<file path="src/sv/hpg_pkg.sv">
`default_nettype none

package hpg_pkg;

    // Fraction bits of the Gaussian sample held before scaling.
    localparam int NORMAL_FRAC_BITS = 28;
    localparam int LOG_FRAC         = 28;
    localparam int CORDIC_STEPS     = 30;
    localparam int ROOT_STEPS       = 32;
    localparam int NORM_STEPS       = 5;
    localparam int SQRT_SHIFT       = 2 * NORMAL_FRAC_BITS - 28;
    localparam int QUEUE_DEPTH      = 2;
    localparam int QPTR_W           = $clog2(QUEUE_DEPTH);

    localparam logic [31:0] WEYL_STEP   = 32'h9e37_79b1;
    localparam logic [31:0] SEED_RESET  = 32'h1234_5678;
    localparam logic [31:0] MIX_MULT    = 32'h27d4_eb2d;
    localparam logic [31:0] MIX_XOR     = 32'd61;
    localparam logic [29:0] LN2_Q30     = 30'd744261118;
    localparam logic [30:0] HALF_PI_Q30 = 31'd1686629713;
    localparam logic [29:0] GAIN_Q30    = 30'd652032874;

    // Operation codes as classified by the front end.
    localparam logic [2:0] OP_RAW   = 3'd0;
    localparam logic [2:0] OP_RANGE = 3'd1;
    localparam logic [2:0] OP_GAUSS = 3'd2;
    localparam logic [2:0] OP_LOAD  = 3'd3;
    localparam logic [2:0] OP_READ  = 3'd4;
    localparam logic [2:0] OP_NONE  = 3'd5;

    typedef struct packed {
        logic [2:0]         op;
        logic signed [31:0] low_bound;
        logic signed [31:0] high_bound;
        logic signed [31:0] std_dev;
        logic [31:0]        new_state;
    } hpg_item_t;

    typedef struct packed {
        logic      valid;
        hpg_item_t item;
    } hpg_queue_t;

    function automatic logic [31:0] mix32(input logic [31:0] k_in);
        logic [31:0] k;
        k = (k_in ^ MIX_XOR) ^ (k_in >> 16);
        k = k + (k << 3);
        k = k ^ (k >> 4);
        k = k * MIX_MULT;
        k = k ^ (k >> 15);
        return k;
    endfunction

    function automatic logic [31:0] seed_hash(input logic [31:0] seed);
        logic [31:0] v;
        v = mix32(seed);
        if (v == 32'd0)
        begin
            v = mix32(v);
        end
        return v;
    endfunction

    localparam logic [31:0] GEN_RESET = seed_hash(SEED_RESET);

    function automatic logic [29:0] atan_q30(input logic [4:0] i);
        logic [29:0] a;
        unique case (i)
            5'd0:  a = 30'd843314857;
            5'd1:  a = 30'd497837829;
            5'd2:  a = 30'd263043837;
            5'd3:  a = 30'd133525159;
            5'd4:  a = 30'd67021687;
            5'd5:  a = 30'd33543516;
            5'd6:  a = 30'd16775851;
            5'd7:  a = 30'd8388437;
            5'd8:  a = 30'd4194283;
            5'd9:  a = 30'd2097149;
            5'd10: a = 30'd1048575;
            default: a = 30'd1 << (5'd30 - i);
        endcase
        return a;
    endfunction

endpackage

`default_nettype wire

</file>
<file path="src/sv/hpg_front.sv">
`default_nettype none

module hpg_front (
    input  wire logic                clk,
    input  wire logic                rst_n,
    input  wire logic                in_valid,
    output logic                     in_ready,
    input  wire logic [2:0]          kind,
    input  wire logic signed [31:0]  low_bound,
    input  wire logic signed [31:0]  high_bound,
    input  wire logic signed [31:0]  std_dev,
    input  wire logic [31:0]         new_state,
    output hpg_pkg::hpg_queue_t      q_head,
    input  wire logic                q_pop
);

    hpg_pkg::hpg_item_t             slot_reg [hpg_pkg::QUEUE_DEPTH];
    logic [hpg_pkg::QPTR_W-1:0]     wr_ptr_reg, wr_ptr_next;
    logic [hpg_pkg::QPTR_W-1:0]     rd_ptr_reg, rd_ptr_next;
    logic [hpg_pkg::QPTR_W:0]       count_reg, count_next;
    hpg_pkg::hpg_item_t             classified;
    logic                           push;
    logic                           pop;

    // Undefined kinds become a no-operation code.
    always_comb
    begin
        classified.low_bound  = low_bound;
        classified.high_bound = high_bound;
        classified.std_dev    = std_dev;
        classified.new_state  = new_state;
        if (kind > hpg_pkg::OP_READ)
        begin
            classified.op = hpg_pkg::OP_NONE;
        end
        else
        begin
            classified.op = kind;
        end
    end

    assign in_ready      = (count_reg != (hpg_pkg::QPTR_W+1)'(hpg_pkg::QUEUE_DEPTH));
    assign push          = in_valid && in_ready;
    assign pop           = q_pop && (count_reg != '0);
    assign q_head.valid  = (count_reg != '0);
    assign q_head.item   = slot_reg[rd_ptr_reg];

    always_comb
    begin
        wr_ptr_next = push ? wr_ptr_reg + 1'b1 : wr_ptr_reg;
        rd_ptr_next = pop ? rd_ptr_reg + 1'b1 : rd_ptr_reg;
        count_next  = count_reg + (hpg_pkg::QPTR_W+1)'(push) - (hpg_pkg::QPTR_W+1)'(pop);
    end

    always_ff @(posedge clk or negedge rst_n)
    begin
        if (!rst_n)
        begin
            wr_ptr_reg <= '0;
            rd_ptr_reg <= '0;
            count_reg  <= '0;
        end
        else
        begin
            wr_ptr_reg <= wr_ptr_next;
            rd_ptr_reg <= rd_ptr_next;
            count_reg  <= count_next;
        end
    end

    always_ff @(posedge clk)
    begin
        if (push)
        begin
            slot_reg[wr_ptr_reg] <= classified;
        end
    end

endmodule

`default_nettype wire

</file>
<file path="config.mk">
export PLATFORM = sky130hd
export DESIGN_NAME = hpg_front
export DESIGN_NICKNAME = d
export VERILOG_FILES = /design/src/sv/hpg_pkg.sv /design/src/sv/hpg_front.sv
export SDC_FILE = /design/constraint.sdc
export NUM_CORES = 1
export LEC_CHECK = 0
export BUFFER_PORTS_ARGS = -buffer_cell sky130_fd_sc_hd__buf_2
export CORE_MARGIN = 10
export CORE_UTILIZATION = 50
export DETAILED_ROUTE_END_ITERATION = 10
export PLACE_DENSITY = 0.86
export SYNTH_ARGS = -nofsm -noshare
export SYNTH_HDL_FRONTEND = slang
export SYNTH_SLANG_ARGS = --single-unit
</file>
<file path="constraint.sdc">
create_clock -name clk -period 8.51 [get_ports clk]
set_clock_uncertainty 0.05 [all_clocks]
set_input_delay 0.851 -clock clk [delete_from_list [all_inputs] [get_ports clk]]
set_output_delay 0.851 -clock clk [all_outputs]
set_load 0.005 [all_outputs]
</file>
=== Word level (Yosys, flattened, before mapping) ===
Memories as Yosys holds them, arrays and structs flattened.
Cells that the tools add are included.

* Input bits: 135
* Word-level logic and storage cells: 16
* Flip-flop bits (word level): 4
* Bits in writable memories: 262
* Memories kept: 1
* Output and inout bits: 133

* $lt $le $gt $ge: 1
* Multiplexer cells: 3
* Add/sub/neg operators: 4
* Reduce and logical (&&, ||, !) cells: 3
* Equality and inequality tests: 1

{| class="wikitable"
|+ Memory list
! memory !! depth !! bits a word !! read ports !! clocked after Yosys merged registers in !! wr ports !! line !! RTL
|-
| slot_reg || 2 || 131 || 1 || 0 || 1 || hpg_front.sv:17 || <nowiki>hpg_pkg::hpg_item_t slot_reg [hpg_pkg::QUEUE_DEPTH];</nowiki>
|}

{| class="wikitable"
|+ Operator list
! kind !! count
|-
| > comparator 3 bit (second input constant) || 1
|-
| two-way mux 3 bit || 1
|-
| adder 1 bit (second input constant) || 2
|-
| adder 2 x 1 -> 2 bit || 1
|-
| logical AND 1 bit || 2
|-
| two-way mux 1 bit || 2
|-
| != test 2 bit (second input constant) || 1
|-
| nonzero test 2 bit || 1
|-
| subtractor 2 x 1 -> 2 bit || 1
|}

=== Logic depth before layout (Yosys ltp) ===
* Depth in word-level cells: 4
* Gate-level depth with buffers: 5
* Depth with buffers taken out: 5

=== Worst setup path before layout ===
No wires, ideal clock.

* Path kind: input port to flip-flop
* Start point: input port in_valid
* End point: memory slot_reg[0][0] (netlist name), enable pin
* Buffers on the path: 0
* Setup time: 0.622 ns
* Arrival: 6.367 ns
* Setup slack: 1.470 ns
* Cell stages on the path: 2
* Required time: 7.838 ns
* Path through: nand2_1 -> nor2_1

* Word-level cells in the longest chain between the ends: 3

{| class="wikitable"
|+ Ends and longest elaborated chain
! what !! line !! RTL
|-
| start, declared || hpg_front.sv:6 || <nowiki>input wire logic in_valid,</nowiki>
|-
| logical AND 1 bit || hpg_front.sv:43 || <nowiki>assign push = in_valid && in_ready;</nowiki>
|-
| two-way mux 1 bit || hpg_front.sv:73 || <nowiki>if (push)</nowiki>
|-
| two-way mux 1 bit (not written as such) || hpg_front.sv:75 || <nowiki>slot_reg[wr_ptr_reg] <= classified;</nowiki>
|-
| end, declared || hpg_front.sv:17 ||
|}

Every way passes these cells.

==> impl_metrics.json <==
{
  "cp_cell_sequence": "buf_4 > mux2_2 > buf_2",
  "die_area_sq_um": 26100,
  "fill_cells": 1374,
  "synth_top_area_share_pct": 78.5,
  "grt.total_usage_pct": 14.5,
  "die_w_um": 162,
  "leakage_uw": 0.00487,
  "postSynthCellCount": 433,
  "fin_ws_ns": 4.32,
  "io_buffer_count": 267,
  "grt_overflow_total": 0,
  "cts_resized": 0,
  "cts_tree": "done",
  "slowest_delay_ns": 1.08,
  "crit_slowest_cell": "dfrtp_4",
  "synth.net_count": 569,
  "p_per_area_nw_per_um2": 338,
  "critical_path.max_fanout": 70,
  "via_count": 4937,
  "viasPerCell": 4.94,
  "relSlewSlack_pct": 27.6,
  "core_sq_um": 19600,
  "place_congestion": 0.771,
  "num_rows": 51,
  "setup_viol": 0,
  "syn2layout_area_growth_pct": 23.9,
  "grt_setup_unrepaired": "no",
  "drive_above_1_share_pct": 60.6,
  "fin_area_sq_um": 12400,
  "maxCapViolations": 0,
  "grt_max_degree": 75,
  "routed_wl_um": 20000,
  "post_cts_buffers": 0,
  "cts.sink_count": 266,
  "clk_pin_slew_worst_paths_ns": 0.06,
  "cts_max_path_buffers": 3,
  "fin_nets": 853,
  "crit_path_start_kind": "register",
  "ant_nets": 0,
  "outcome": "completed",
  "grt_pass1_wl_um": 30200,
  "peakVddDrop_mv": 0.278,
  "fin_crit_ns": 4.19,
  "slew_violations": 0,
  "worstPathRequired_ns": 7.61,
  "final.period_utilization_pct": 49.2,
  "die_h_um": 162,
  "place_ws_ns": 4.88,
  "end_kind": "output port",
  "drc_errors": 0,
  "yosysWarnings": 0,
  "synth.avg_cell_area_sq_um": 23.1,
  "ys_ff_latch": 266,
  "yosys.area.top_type": "edfxtp_1",
  "grt_pass1_vias": 5342,
  "synth_seq_area_share_pct": 79.5,
  "max_freq_mhz": 239,
  "insertion_delay_ns": 0.51,
  "synthDistinctLibCells": 22,
  "dpl_cell_area_sq_um": 11600,
  "dp_hpwl_um": 13900,
  "hold_viol": 0,
  "synthesis.area_sq_um": 10000,
  "hp-class": "input port to asynchronous set/reset pin",
  "initial_utilization_pct": 51.2,
  "grt_antenna_before_repair": 2,
  "holdBufCountCts": 0,
  "numCtsBuffers": 27,
  "dr.first_iter.drc_count": 263,
  "h-tree-depth": 1,
  "fin_tns_setup_ns": 0,
  "synthTopCellsByArea": "edfxtp_1 (79%), mux2_4 (12%), mux2_2 (5.7%), buf_6 (1.0%), dfrtp_1 (1.0%)",
  "largest_reg_flops": 262,
  "wl_per_cell_um": 20.0,
  "io_pins": 268,
  "drtPass1Iterations": 4,
  "cts_root_buffer": "clkbuf_16",
  "post-route-util_pct": 63.4,
  "tightest_slew_ns": 1.09,
  "critical_path_class": "register to output port",
  "cp.arrival_ns": 3.29
}
[critical path: cells and delay by family (launching register included)]
family / cells / cell delay, ns
buffers and inverters: 2 / 1.10
multiplexers: 1 / 0.43
flip-flops: 1 / 1.08
[placed cells by master (no fill, tap or decap), types with 2 or more instances in the layout]
cell type and instances:
buf_2 267, edfxtp_1 262, mux2_4 80, mux2_2 51
clkbuf_16 27, clkinv_2 6, clkinv_1 6, buf_4 4
xnor2_1 3, dfrtp_1 3, nor2_1 2, nor2b_1 2
nand2_1 2, bufinv_16 2, clkbuf_1 2
[through the flow]
step | instances | hold slack, ns | total power (uW)
2_1_floorplan | 433 | 0.410 | 2740
3_3_place_gp | 953 | 0.485 | 3120
3_5_place_dp | 953 | 0.500 | 3160
4_1_cts | 999 | 0.0721 | 4260
5_1_grt | 999 | 0.0660 | 4410
6_report | 1000 | 0.0875 | 4190
[cell usage after synthesis]
cell type / count
buf_2: 5
a32oi_1: 1
edfxtp_1: 262
nand3_1: 1
a21o_1: 1
buf_8: 1
o21ai_0: 1
mux2_2: 51
ha_1: 1
nor2b_1: 2
dfrtp_1: 4
nand2_1: 2
and3_1: 1
nor2_1: 3
buf_6: 9
or2_2: 1
a21bo_2: 1
xnor2_1: 3
a211oi_1: 1
mux2_4: 80
nand2b_1: 1
clkbuf_1: 1
[metal layers]
metal	share of wire [%]	GRT usage, %
met1	36	15.8
met2	52	26.1
met3	10	6.15
met4	1.6	2.69
met5	0.065	0
[logic make-up after synthesis]
family	after synthesis	share of synthesized area, %
mux	131	17.7
flops	266	79.5
fa+ha+maj	1	0.125
buf+inv	16	1.45
compound gates	5	0.387
simple gates	11	0.549
xor+xnor	3	0.262
[report_power, final]
group,switching (uW),internal (uW)
combinational,526,640
clock,448,638
sequential,146,1800
[final timing paths]
kind,slack (ns),from,cells past startpoint,endpoint
max,4.32,rd_ptr_reg,3,q_head[15]
min reg2reg,0.54,wr_ptr_reg,1,wr_ptr_reg
max in group asynchronous,8.18,rst_n,1,rd_ptr_reg
min in group clk,0.47,high_bound[15],1,slot_reg[0][79]
min,0.09,rst_n,1,count_reg[0]
max reg2reg,5.64,count_reg[0],5,slot_reg[0][7]
[layout make-up]
class | instances | area, sq um | area share (%)
tap | 265 | 332 | 2.67
timing repair buffer | 271 | 1370 | 11.0
multi-input combinational | 151 | 1920 | 15.5
antenna | 1 | 2.50 | 0.0201
sequential | 266 | 7970 | 64.2
clock inverter | 17 | 145 | 1.17
clock buffer | 29 | 683 | 5.50
(Power assumes the default switching activity.)
